==> src/hdl/assert_macros.svh <==
// Assertion macros shared by the keyboard translator RTL.
// Used by modules that carry concurrent checks; no other dependencies.
`ifndef ASSERT_MACROS_SVH
`define ASSERT_MACROS_SVH

// Property must hold at every clock edge outside reset.
`define KA_ASSERT(lbl, clk, rst_n, prop, msg) \
  lbl: assert property (@(posedge clk) disable iff (!rst_n) (prop)) else $error(msg);

// Condition must never be true outside reset.
`define KA_NEVER(lbl, clk, rst_n, cond, msg) \
  lbl: assert property (@(posedge clk) disable iff (!rst_n) !(cond)) else $error(msg);

`endif

==> src/hdl/kbdasc_pkg.sv <==
// Package for the keyboard report to ASCII translator: sizes, key codes,
// key classes, lane and queue types and the key map. No dependencies.
package kbdasc_pkg;

  localparam int Ports         = 4;
  localparam int KeysPerReport = 3;
  localparam int InKeys        = 3;
  localparam int MaxOut        = 9;
  localparam int PortIdxW      = (Ports > 1) ? $clog2(Ports) : 1;
  localparam int CntW          = $clog2(MaxOut + 1);
  localparam int IdxW          = (MaxOut > 1) ? $clog2(MaxOut) : 1;

  typedef enum logic [1:0] {
    OpReport  = 2'd0,
    OpClear   = 2'd1,
    OpLoadLed = 2'd2
  } opcode_e;

  localparam logic [7:0] LedNum   = 8'h01;
  localparam logic [7:0] LedCaps  = 8'h02;
  localparam logic [7:0] LedPower = 8'h04;

  localparam logic [15:0] CodeCapsLock   = 16'h0f05;
  localparam logic [15:0] CodeNumLock    = 16'h0a05;
  localparam logic [15:0] CodeLeftCtrl   = 16'h1107;
  localparam logic [15:0] CodeLeftShift  = 16'h0e01;
  localparam logic [15:0] CodeRightShift = 16'h0e06;
  localparam logic [15:0] CodeBackspace  = 16'h0d06;
  localparam logic [15:0] CodeDelete     = 16'h1008;
  localparam logic [15:0] CodeRight      = 16'h0405;
  localparam logic [15:0] CodeLeft       = 16'h0205;
  localparam logic [15:0] CodeDown       = 16'h0305;
  localparam logic [15:0] CodeUp         = 16'h0204;

  localparam logic [7:0] CtrlMask = 8'h1f;
  localparam logic [7:0] ChEsc    = 8'h1b;
  localparam logic [7:0] ChBrack  = 8'h5b;
  localparam logic [7:0] ChDel    = 8'h7f;

  typedef enum logic [2:0] {
    KeyNone,
    KeyCaps,
    KeyNum,
    KeyErase,
    KeyArrow,
    KeyMod,
    KeyMap
  } key_class_e;

  typedef struct packed {
    logic       act;
    key_class_e cls;
    logic [7:0] plain;
    logic [7:0] upper;
    logic [7:0] arrow;
    logic       letter;
    logic       shift;
    logic       ctrl;
  } lane_t;

  typedef struct packed {
    logic [7:0] character;
    logic [7:0] led;
  } byte_t;

  typedef struct packed {
    logic       hit;
    logic [7:0] plain;
    logic [7:0] upper;
  } map_t;

  function automatic map_t map_lookup(input logic [15:0] code);
    map_t m;
    m.hit = 1'b1;
    m.plain = 8'h00;
    m.upper = 8'h00;
    case (code)
      16'h0d07: begin m.plain = "a"; m.upper = "A"; end
      16'h0708: begin m.plain = "b"; m.upper = "B"; end
      16'h0508: begin m.plain = "c"; m.upper = "C"; end
      16'h0507: begin m.plain = "d"; m.upper = "D"; end
      16'h0601: begin m.plain = "e"; m.upper = "E"; end
      16'h0607: begin m.plain = "f"; m.upper = "F"; end
      16'h0707: begin m.plain = "g"; m.upper = "G"; end
      16'h0807: begin m.plain = "h"; m.upper = "H"; end
      16'h0804: begin m.plain = "i"; m.upper = "I"; end
      16'h0907: begin m.plain = "j"; m.upper = "J"; end
      16'h0903: begin m.plain = "k"; m.upper = "K"; end
      16'h0803: begin m.plain = "l"; m.upper = "L"; end
      16'h0908: begin m.plain = "m"; m.upper = "M"; end
      16'h0808: begin m.plain = "n"; m.upper = "N"; end
      16'h0704: begin m.plain = "o"; m.upper = "O"; end
      16'h0604: begin m.plain = "p"; m.upper = "P"; end
      16'h0c01: begin m.plain = "q"; m.upper = "Q"; end
      16'h0701: begin m.plain = "r"; m.upper = "R"; end
      16'h0c07: begin m.plain = "s"; m.upper = "S"; end
      16'h0801: begin m.plain = "t"; m.upper = "T"; end
      16'h0904: begin m.plain = "u"; m.upper = "U"; end
      16'h0608: begin m.plain = "v"; m.upper = "V"; end
      16'h0501: begin m.plain = "w"; m.upper = "W"; end
      16'h0c08: begin m.plain = "x"; m.upper = "X"; end
      16'h0901: begin m.plain = "y"; m.upper = "Y"; end
      16'h0d08: begin m.plain = "z"; m.upper = "Z"; end
      16'h0c05: begin m.plain = "1"; m.upper = "!"; end
      16'h0505: begin m.plain = "2"; m.upper = "@"; end
      16'h0605: begin m.plain = "3"; m.upper = "#"; end
      16'h0705: begin m.plain = "4"; m.upper = "$"; end
      16'h0805: begin m.plain = "5"; m.upper = "%"; end
      16'h0905: begin m.plain = "6"; m.upper = "^"; end
      16'h0906: begin m.plain = "7"; m.upper = "&"; end
      16'h0806: begin m.plain = "8"; m.upper = "*"; end
      16'h0706: begin m.plain = "9"; m.upper = "("; end
      16'h0606: begin m.plain = "0"; m.upper = ")"; end
      16'h0d04: begin m.plain = 8'h0d; m.upper = 8'h0d; end
      16'h0a08: begin m.plain = 8'h1b; m.upper = 8'h1b; end
      16'h0d01: begin m.plain = 8'h09; m.upper = 8'h09; end
      16'h0602: begin m.plain = " "; m.upper = " "; end
      16'h1004: begin m.plain = "-"; m.upper = "_"; end
      16'h0c04: begin m.plain = "["; m.upper = "{"; end
      16'h0406: begin m.plain = "]"; m.upper = "}"; end
      16'h1105: begin m.plain = ";"; m.upper = ":"; end
      16'h0504: begin m.plain = 8'h27; m.upper = 8'h22; end
      16'h0902: begin m.plain = ","; m.upper = "<"; end
      16'h0802: begin m.plain = "."; m.upper = ">"; end
      16'h0702: begin m.plain = "/"; m.upper = "?"; end
      16'h0603: begin m.plain = "*"; m.upper = "*"; end
      16'h0506: begin m.plain = "-"; m.upper = "-"; end
      16'h0c06: begin m.plain = "+"; m.upper = "+"; end
      16'h1002: begin m.plain = "1"; m.upper = "1"; end
      16'h0e02: begin m.plain = "2"; m.upper = "2"; end
      16'h1006: begin m.plain = "3"; m.upper = "3"; end
      default:  m.hit = 1'b0;
    endcase
    return m;
  endfunction

endpackage

==> src/hdl/kbdasc_if.sv <==
// Valid/ready channel interfaces for the keyboard translator: report input
// and console byte output. Depends on nothing.
interface kbdasc_in_if;
  logic        valid;
  logic        ready;
  logic [1:0]  opcode;
  logic [1:0]  port;
  logic [15:0] key_first;
  logic [15:0] key_second;
  logic [15:0] key_third;
  logic [7:0]  led_value;

  modport source (output valid, opcode, port, key_first, key_second, key_third, led_value,
                  input ready);
  modport sink (input valid, opcode, port, key_first, key_second, key_third, led_value,
                output ready);
endinterface

interface kbdasc_out_if;
  logic       valid;
  logic       ready;
  logic [7:0] character;
  logic       last;
  logic [7:0] led_state;

  modport source (output valid, character, last, led_state, input ready);
  modport sink (input valid, character, last, led_state, output ready);
endinterface

==> src/hdl/kbdasc_lane.sv <==
// One key lane: new-press detection against the port history and key
// classification. Depends on kbdasc_pkg.
module kbdasc_lane (
  input  logic [15:0]         code_i,
  input  logic [15:0]         prev_i [kbdasc_pkg::KeysPerReport],
  output kbdasc_pkg::lane_t   lane_o
);

  always_comb begin
    logic seen;
    kbdasc_pkg::map_t m;
    seen = 1'b0;
    for (int k = 0; k < kbdasc_pkg::KeysPerReport; k++) begin
      if (prev_i[k] == code_i) seen = 1'b1;
    end
    m = kbdasc_pkg::map_lookup(code_i);

    lane_o.act    = (code_i != 16'h0000) && !seen;
    lane_o.plain  = m.plain;
    lane_o.upper  = m.upper;
    lane_o.letter = m.hit && (m.plain >= "a") && (m.plain <= "z");
    lane_o.shift  = (code_i == kbdasc_pkg::CodeLeftShift) ||
                    (code_i == kbdasc_pkg::CodeRightShift);
    lane_o.ctrl   = (code_i == kbdasc_pkg::CodeLeftCtrl);

    unique case (code_i) inside
      kbdasc_pkg::CodeCapsLock: lane_o.cls = kbdasc_pkg::KeyCaps;
      kbdasc_pkg::CodeNumLock:  lane_o.cls = kbdasc_pkg::KeyNum;
      kbdasc_pkg::CodeBackspace, kbdasc_pkg::CodeDelete:
        lane_o.cls = kbdasc_pkg::KeyErase;
      kbdasc_pkg::CodeRight, kbdasc_pkg::CodeLeft, kbdasc_pkg::CodeDown, kbdasc_pkg::CodeUp:
        lane_o.cls = kbdasc_pkg::KeyArrow;
      kbdasc_pkg::CodeLeftCtrl, kbdasc_pkg::CodeLeftShift, kbdasc_pkg::CodeRightShift:
        lane_o.cls = kbdasc_pkg::KeyMod;
      default:
        lane_o.cls = m.hit ? kbdasc_pkg::KeyMap : kbdasc_pkg::KeyNone;
    endcase

    unique case (code_i)
      kbdasc_pkg::CodeRight: lane_o.arrow = "C";
      kbdasc_pkg::CodeLeft:  lane_o.arrow = "D";
      kbdasc_pkg::CodeDown:  lane_o.arrow = "B";
      default:               lane_o.arrow = "A";
    endcase
  end

endmodule

==> src/hdl/kbdasc_merge.sv <==
// Merge stage: walks the lanes in report order, applies lock toggles and
// case rules, and packs the emitted bytes. Depends on kbdasc_pkg.
module kbdasc_merge (
  input  kbdasc_pkg::lane_t         lanes_i [kbdasc_pkg::KeysPerReport],
  input  logic [7:0]                led_i,
  output kbdasc_pkg::byte_t         ent_o [kbdasc_pkg::MaxOut],
  output logic [kbdasc_pkg::CntW-1:0] cnt_o,
  output logic [7:0]                led_o
);

  always_comb begin
    logic       shift;
    logic       ctrl;
    logic [7:0] led;
    logic [7:0] ch;
    logic [7:0] b [3];
    logic [1:0] n;
    logic [kbdasc_pkg::CntW-1:0] cnt;

    shift = 1'b0;
    ctrl  = 1'b0;
    ch    = 8'h00;
    for (int k = 0; k < kbdasc_pkg::KeysPerReport; k++) begin
      shift = shift | lanes_i[k].shift;
      ctrl  = ctrl | lanes_i[k].ctrl;
    end

    led = led_i;
    cnt = '0;
    for (int i = 0; i < kbdasc_pkg::MaxOut; i++) ent_o[i] = '0;

    for (int k = 0; k < kbdasc_pkg::KeysPerReport; k++) begin
      n = 2'd0;
      b[0] = kbdasc_pkg::ChEsc;
      b[1] = kbdasc_pkg::ChBrack;
      b[2] = lanes_i[k].arrow;
      if (lanes_i[k].act) begin
        case (lanes_i[k].cls)
          kbdasc_pkg::KeyCaps:  led = led ^ kbdasc_pkg::LedCaps;
          kbdasc_pkg::KeyNum:   led = led ^ kbdasc_pkg::LedNum;
          kbdasc_pkg::KeyErase: begin
            n = 2'd1;
            b[0] = kbdasc_pkg::ChDel;
          end
          kbdasc_pkg::KeyArrow: n = 2'd3;
          kbdasc_pkg::KeyMap: begin
            ch = lanes_i[k].plain;
            if (lanes_i[k].letter) begin
              if (shift != ((led & kbdasc_pkg::LedCaps) != 8'h00)) ch = lanes_i[k].upper;
              if (ctrl) ch = ch & kbdasc_pkg::CtrlMask;
            end else if (shift) begin
              ch = lanes_i[k].upper;
            end
            n = 2'd1;
            b[0] = ch;
          end
          default: n = 2'd0;
        endcase
      end
      for (int j = 0; j < 3; j++) begin
        if ((j < int'(n)) && (int'(cnt) < kbdasc_pkg::MaxOut)) begin
          ent_o[cnt[kbdasc_pkg::IdxW-1:0]].character = b[j];
          ent_o[cnt[kbdasc_pkg::IdxW-1:0]].led       = led;
          cnt = cnt + 1'b1;
        end
      end
    end

    cnt_o = cnt;
    led_o = led;
  end

endmodule

==> src/hdl/kbdasc_outbuf.sv <==
// Output buffer: one pending report bundle plus a draining shift queue that
// sends one byte per transaction. Depends on kbdasc_pkg, kbdasc_if, macros.
`include "assert_macros.svh"

module kbdasc_outbuf (
  input  logic                        clk_i,
  input  logic                        rst_ni,
  input  logic                        load_i,
  input  kbdasc_pkg::byte_t           ent_i [kbdasc_pkg::MaxOut],
  input  logic [kbdasc_pkg::CntW-1:0] cnt_i,
  output logic                        ready_o,
  kbdasc_out_if.source                out_o
);

  kbdasc_pkg::byte_t           pend_q [kbdasc_pkg::MaxOut];
  kbdasc_pkg::byte_t           ent_q [kbdasc_pkg::MaxOut];
  logic [kbdasc_pkg::CntW-1:0] pend_cnt_q;
  logic [kbdasc_pkg::CntW-1:0] cnt_q, cnt_d;
  logic                        pend_v_q, pend_v_d;
  logic                        take;
  logic                        free;
  logic                        move;

  assign take    = out_o.valid && out_o.ready;
  assign free    = (cnt_q == '0) || ((cnt_q == kbdasc_pkg::CntW'(1)) && take);
  assign move    = pend_v_q && free;
  assign ready_o = !pend_v_q || free;

  assign out_o.valid     = (cnt_q != '0);
  assign out_o.character = ent_q[0].character;
  assign out_o.led_state = ent_q[0].led;
  assign out_o.last      = (cnt_q == kbdasc_pkg::CntW'(1));

  always_comb begin
    pend_v_d = pend_v_q;
    if (load_i) begin
      pend_v_d = 1'b1;
    end else if (move) begin
      pend_v_d = 1'b0;
    end
    cnt_d = cnt_q;
    if (move) begin
      cnt_d = pend_cnt_q;
    end else if (take) begin
      cnt_d = cnt_q - 1'b1;
    end
  end

  always_ff @(posedge clk_i or negedge rst_ni) begin
    if (!rst_ni) begin
      pend_v_q <= 1'b0;
      cnt_q    <= '0;
    end else begin
      pend_v_q <= pend_v_d;
      cnt_q    <= cnt_d;
    end
  end

  always_ff @(posedge clk_i) begin
    if (load_i) begin
      pend_q     <= ent_i;
      pend_cnt_q <= cnt_i;
    end
    if (move) begin
      ent_q <= pend_q;
    end else if (take) begin
      for (int i = 0; i < kbdasc_pkg::MaxOut - 1; i++) ent_q[i] <= ent_q[i + 1];
    end
  end

  `KA_ASSERT(a_load_room, clk_i, rst_ni, load_i |-> (!pend_v_q || free), "load into full buffer")
  `KA_ASSERT(a_pend_nonempty, clk_i, rst_ni, pend_v_q |-> (pend_cnt_q != '0), "empty bundle pending")
  `KA_ASSERT(a_move_count, clk_i, rst_ni, move |=> (cnt_q == $past(pend_cnt_q)), "bundle count lost")
  `KA_NEVER(a_cnt_range, clk_i, rst_ni, int'(cnt_q) > kbdasc_pkg::MaxOut, "byte count overflow")

endmodule

==> src/hdl/keyboard_report_to_ascii_core.sv <==
// Keyboard report to ASCII translator, top level.
// Depends on kbdasc_pkg, kbdasc_if, kbdasc_lane, kbdasc_merge, kbdasc_outbuf.
//
// Usage:
//   in_i carries one transaction per item: opcode, port, three key codes and
//   an LED byte. Key reports update the port's key history and LED byte in
//   the cycle they are accepted, so items may follow back to back on any port.
//   out_o carries one console byte per transaction with the port's LED byte;
//   last marks the final byte of a report. Reports that emit nothing, history
//   clears and LED loads give no output transaction.
// Path: a bundle is registered in the pending slot, then in the shift queue.
// Throughput: one output byte per cycle while out_o.ready is high; a report
//   emits at most 9 bytes. One report bundle waits in a pending slot while
//   the previous one drains, so in_i stays ready until both are occupied;
//   an item that emits nothing never takes the pending slot.
// Reset: LED bytes return to the power bit, key histories clear, and all
//   buffered bytes are dropped.
// Stall: while out_o.ready is low, the current byte holds; in_i.ready drops
//   once the pending slot is full.
module keyboard_report_to_ascii_core (
  input  logic         clk_i,
  input  logic         rst_ni,
  kbdasc_in_if.sink    in_i,
  kbdasc_out_if.source out_o
);

  logic [7:0]  led_q [kbdasc_pkg::Ports];
  logic [15:0] prev_q [kbdasc_pkg::Ports][kbdasc_pkg::KeysPerReport];
  logic [15:0] keys [kbdasc_pkg::KeysPerReport];
  logic [kbdasc_pkg::PortIdxW-1:0] pidx;
  logic        port_ok;
  logic        accept;
  logic        is_report;
  logic        buf_ready;
  logic        load;

  kbdasc_pkg::lane_t           lanes [kbdasc_pkg::KeysPerReport];
  kbdasc_pkg::byte_t           ents [kbdasc_pkg::MaxOut];
  logic [kbdasc_pkg::CntW-1:0] cnt;
  logic [7:0]                  led_new;

  assign pidx      = kbdasc_pkg::PortIdxW'(in_i.port);
  assign port_ok   = (int'(in_i.port) < kbdasc_pkg::Ports);
  assign in_i.ready = buf_ready;
  assign accept    = in_i.valid && in_i.ready;
  assign is_report = (in_i.opcode == kbdasc_pkg::OpReport);
  assign load      = accept && port_ok && is_report && (cnt != '0);

  always_comb begin
    for (int k = 0; k < kbdasc_pkg::KeysPerReport; k++) begin
      case (k)
        0:       keys[k] = in_i.key_first;
        1:       keys[k] = in_i.key_second;
        2:       keys[k] = in_i.key_third;
        default: keys[k] = 16'h0000;
      endcase
    end
  end

  for (genvar g = 0; g < kbdasc_pkg::KeysPerReport; g++) begin : g_lane
    kbdasc_lane u_lane (
      .code_i (keys[g]),
      .prev_i (prev_q[pidx]),
      .lane_o (lanes[g])
    );
  end

  kbdasc_merge u_merge (
    .lanes_i (lanes),
    .led_i   (led_q[pidx]),
    .ent_o   (ents),
    .cnt_o   (cnt),
    .led_o   (led_new)
  );

  kbdasc_outbuf u_outbuf (
    .clk_i   (clk_i),
    .rst_ni  (rst_ni),
    .load_i  (load),
    .ent_i   (ents),
    .cnt_i   (cnt),
    .ready_o (buf_ready),
    .out_o   (out_o)
  );

  always_ff @(posedge clk_i or negedge rst_ni) begin
    if (!rst_ni) begin
      for (int p = 0; p < kbdasc_pkg::Ports; p++) begin
        led_q[p] <= kbdasc_pkg::LedPower;
        for (int k = 0; k < kbdasc_pkg::KeysPerReport; k++) prev_q[p][k] <= 16'h0000;
      end
    end else if (accept && port_ok) begin
      unique case (kbdasc_pkg::opcode_e'(in_i.opcode))
        kbdasc_pkg::OpReport: begin
          led_q[pidx] <= led_new;
          for (int k = 0; k < kbdasc_pkg::KeysPerReport; k++) prev_q[pidx][k] <= keys[k];
        end
        kbdasc_pkg::OpClear: begin
          for (int k = 0; k < kbdasc_pkg::KeysPerReport; k++) prev_q[pidx][k] <= 16'h0000;
        end
        kbdasc_pkg::OpLoadLed: led_q[pidx] <= in_i.led_value;
        default: ;
      endcase
    end
  end

endmodule
==> src/flat_wrapper.sv <==
// flat-port wrapper written by rule: the top's interface ports become plain ports
module keyboard_report_to_ascii_core_flat 
  (clk_i, rst_ni, in_i_valid, in_i_opcode, in_i_port, in_i_key_first, in_i_key_second, in_i_key_third, in_i_led_value, in_i_ready, out_o_valid, out_o_character, out_o_last, out_o_led_state, out_o_ready);
  kbdasc_in_if in_i_i ();
  kbdasc_out_if out_o_i ();
  input  logic clk_i;
  input  logic rst_ni;
  input wire logic [$bits(in_i_i.valid)-1:0] in_i_valid;
  input wire logic [$bits(in_i_i.opcode)-1:0] in_i_opcode;
  input wire logic [$bits(in_i_i.port)-1:0] in_i_port;
  input wire logic [$bits(in_i_i.key_first)-1:0] in_i_key_first;
  input wire logic [$bits(in_i_i.key_second)-1:0] in_i_key_second;
  input wire logic [$bits(in_i_i.key_third)-1:0] in_i_key_third;
  input wire logic [$bits(in_i_i.led_value)-1:0] in_i_led_value;
  output wire logic [$bits(in_i_i.ready)-1:0] in_i_ready;
  output wire logic [$bits(out_o_i.valid)-1:0] out_o_valid;
  output wire logic [$bits(out_o_i.character)-1:0] out_o_character;
  output wire logic [$bits(out_o_i.last)-1:0] out_o_last;
  output wire logic [$bits(out_o_i.led_state)-1:0] out_o_led_state;
  input wire logic [$bits(out_o_i.ready)-1:0] out_o_ready;
  assign in_i_i.valid = in_i_valid;
  assign in_i_i.opcode = in_i_opcode;
  assign in_i_i.port = in_i_port;
  assign in_i_i.key_first = in_i_key_first;
  assign in_i_i.key_second = in_i_key_second;
  assign in_i_i.key_third = in_i_key_third;
  assign in_i_i.led_value = in_i_led_value;
  assign in_i_ready = in_i_i.ready;
  assign out_o_valid = out_o_i.valid;
  assign out_o_character = out_o_i.character;
  assign out_o_last = out_o_i.last;
  assign out_o_led_state = out_o_i.led_state;
  assign out_o_i.ready = out_o_ready;
  keyboard_report_to_ascii_core u_core (.clk_i(clk_i), .rst_ni(rst_ni), .in_i(in_i_i), .out_o(out_o_i));
endmodule
==> config.mk <==
export PLATFORM = sky130hd
export DESIGN_NAME = keyboard_report_to_ascii_core_flat
export DESIGN_NICKNAME = d
export VERILOG_FILES = /design/src/hdl/kbdasc_pkg.sv /design/src/hdl/kbdasc_if.sv /design/src/hdl/kbdasc_lane.sv /design/src/hdl/kbdasc_merge.sv /design/src/hdl/kbdasc_outbuf.sv /design/src/hdl/keyboard_report_to_ascii_core.sv /design/src/flat_wrapper.sv
export VERILOG_INCLUDE_DIRS = /design/src /design/src/hdl
export SDC_FILE = /design/constraint.sdc
export NUM_CORES = 1
export LEC_CHECK = 0
export ABC_AREA = 1
export BUFFER_PORTS_ARGS = -buffer_cell sky130_fd_sc_hd__buf_2
export CAP_MARGIN = 30
export CORE_ASPECT_RATIO = 1.4
export CORE_MARGIN = 2
export CORE_UTILIZATION = 58
export DETAILED_ROUTE_END_ITERATION = 6
export HOLD_SLACK_MARGIN = 0.02
export MAX_ROUTING_LAYER = met4
export PLACE_DENSITY = 0.76
export SYNTH_ARGS = -nofsm -noshare
export SYNTH_HDL_FRONTEND = slang
export SYNTH_SLANG_ARGS = --single-unit
export TNS_END_PERCENT = 100
==> constraint.sdc <==
create_clock -name clk_i -period 14.9 [get_ports clk_i]
set_input_delay 0.745 -clock clk_i [delete_from_list [all_inputs] [get_ports clk_i]]
set_output_delay 0.745 -clock clk_i [all_outputs]
set_load 0.05 [all_outputs]
==> metrics.cfg <==
[route]
viasPerCell=5.93
vias=31200
wl_per_cell_um=21.7
drt-initial-drc-count=3083
ant_nets=0
drt_pass1_iterations=7
remaining_drc_errors=2
totalWireLength_um=114000

[synthesis]
async_reset_ff_frac=0.455
synthTopCellsByArea=edfxtp_1 (25%), dfrtp_1 (17%), nand2_1 (16%)
syn_avg_cell_area_um2=7.23
netlist_instances=4482
seq_area_frac_synth=0.431
syn_nets=4571
synthDominantCellAreaShare=0.254
ys_types=70
ys_warn_count=0
synth_edf_count=274
netlist_area_mm2=0.0324
yosys.area.top_type=edfxtp_1
synthFlopType=edfxtp_1
ys_seq_elements=503

[worst_setup_path]
critPathMostFrequentCell=nand2_1
cp.depth=47
r2r-start=u_core.prev_q[90]
r2r-end=u_core.u_outbuf.pend_q[109]
worstPathArrival_ps=10240
critical-path-top-delay-family=simple AND/OR/NAND/NOR gates
cp-end-kind=flop
crit_buf_inv=10
critPathMaxStageDelay_ps=800
worst_ep_required_time_ps=15140
worstSetupPathType=in2reg
r2r_cells=44
critPathMaxFanout=70
cp_slowest_cell=buf_4
cp-start-kind=input port
rrSetupSlack_ps=5830

[final_layout]
final_util=0.634
drive_gt1_frac=0.0903
nNetsFinal=4587
antenna_cells=0
syn2layout_area_growth_pct=8.17

[sta]
fin_crit_sh=0.671
rsz0062_at_grt=false
finalSetupTns_ps=0
drv_slew=0
final.min_clock_period_ps=10000
relSlewSlack=0.278
hold_violations=0
tightest_slew_ps=1080
clock.fmax_mhz=100
setup_viol=0
fin_worst_skew_ps=23.3

[power]
power_density_mw_per_mm2=111
power.leakage_nw=17.4
ir_drop_v=0.000114
p_total_mw=3.90

[clock_network]
clock_path_buffers=3
postCtsSetupRepairBufs=0
cts.clk_slew.worst_paths_ps=60
cts_made_buffers=48
root_buffer=clkbuf_16
cts.repair.resized=0
cts_tree=yes
h-tree-depth=2
cts_sinks=503
cts_hold_buf=0
clkLatencyLatePin_ps=630

[die]
start_util=0.586
coreArea_mm2=0.0553
die_x_um=204
die_area_mm2=0.0578
ios=83
die_h_um=284
rows=102

[grt]
grt_pass1_wl_um=173000
grt_usage=0.404
grt_antenna_before_repair=0
grt.overflow.total=0
grt_pass1_vias=30500
grt_max_degree=98

[flow_run]
drv_cap=0

[status]
status=finished, violations left
violations=DRC

[placement]
port-buffer-count=81
dp_hpwl_um=84400
place_congestion=1.14

[worst_hold_path]
hold_class=in2async

-- worst max-delay path by stage --
stage | from | to
floorplan | in_i_port[1] | u_core.u_outbuf.pend_cnt_q[0]
global placement | in_i_port[0] | u_core.u_outbuf.pend_q[125]
detailed placement | in_i_port[0] | u_core.u_outbuf.pend_q[137]
CTS | in_i_port[0] | u_core.u_outbuf.pend_q[137]
global route | in_i_port[0] | u_core.u_outbuf.pend_q[93]
finish | in_i_port[0] | u_core.u_outbuf.pend_q[109]
-- flip-flops by register name, summed over array words and instances (netlist names) --
register,cells
u_core.u_outbuf.out_o.character,7
u_core.u_outbuf.cnt_q,4
u_core.prev_q,192
u_core.u_outbuf.pend_q,135
u_core.u_outbuf.pend_cnt_q,4
u_core.u_outbuf.pend_v_q,1
u_core.led_q,32
u_core.u_outbuf.out_o.led_state,8
u_core.u_outbuf.ent_q,120
-- power breakdown --
part / switching, mW / internal, mW / leakage [nW]
Clock: 0.568 / 0.751 / 0.824
Sequential: 0.0732 / 1.72 / 5.14
Combinational: 0.575 / 0.212 / 11.4
Total: 1.22 / 2.68 / 17.4
-- metrics by stage --
stage / hold WS (ps) / setup slack [ps] / std cells / instance area [µm²]
after floorplan: 400 / 2270 / 4482 / 32400
after global routing: 205 / 3920 / 5266 / 35000
after global placement: 401 / 4530 / 5172 / 33300
after CTS: 167 / 5110 / 5266 / 35000
after detailed placement: 405 / 4520 / 5176 / 33300
final: 120 / 4900 / 5266 / 35000
-- Yosys cell counts, types with 26 or more instances --
cell type	instances
o21ai_0	352
dfrtp_1	225
o21ai_1	28
nor2_2	26
nor2_1	536
clkbuf_1	79
a21oi_1	87
inv_1	573
edfxtp_1	274
nor3_1	51
xor2_1	66
nand2_1	1420
o22ai_1	26
nor4_1	32
nand4_1	78
nand3_1	219
mux2_2	51
inv_2	36
nand2_2	40
-- placed cells by master, fill, tap and decap left out, types with 11 or more instances in the layout --
cell type and instances:
clkbuf_16 48, o31ai_1 11, nor2_1 528, edfxtp_1 274, nand2_2 40, nand3_2 15
a31oi_1 13, nor2_4 14, a21oi_1 83, o21ai_1 27, clkinv_2 11, nand4_1 78
nand3_1 219, o21ai_0 352, inv_1 572, dfrtp_1 225, nand2_1 1420, o211ai_1 25
nor3_1 51, nor4_1 32, ha_1 25, o22ai_1 26, buf_4 25, mux2_2 51
xor2_1 66, inv_2 36, buf_2 80, nor2_2 27
-- worst reg2reg max path, delay by kind of cell (launching register included) --
kind                       cells  cell delay (ps)
AOI/OAI and AO/OA              4             1570
adders and majority gates      5             1410
buffers and inverters          8             1490
DFF                            1              320
and+or+nand+nor               27             3810
-- logic make-up after synthesis --
group,share of synthesized area
xor+xnor,0.0197
other cells,0.000116
buf+inv,0.0940
simple gates,0.323
mux,0.0177
fa+ha+maj,0.00966
flops,0.431
compound gates,0.105
-- routing by layer --
metal	up-vias	track usage	part of all wire
met5	-	-	0
met2	1717	0.674	0.49
li1	14500	-	-
met1	14500	0.428	0.34
met3	542	0.0625	0.074
met4	0	0.313	0.093
-- final cells by class --
type / instances / area, µm²
Sequential cell: 503 / 14000
Clock buffer: 55 / 1250
Tap cell: 728 / 911
Timing Repair Buffer: 110 / 678
Fill cell: 4946 / 20200
Multi-Input combinational cell: 3224 / 15500
Clock inverter: 35 / 455
Inverter: 611 / 2300
(Power assumes the default switching activity.)
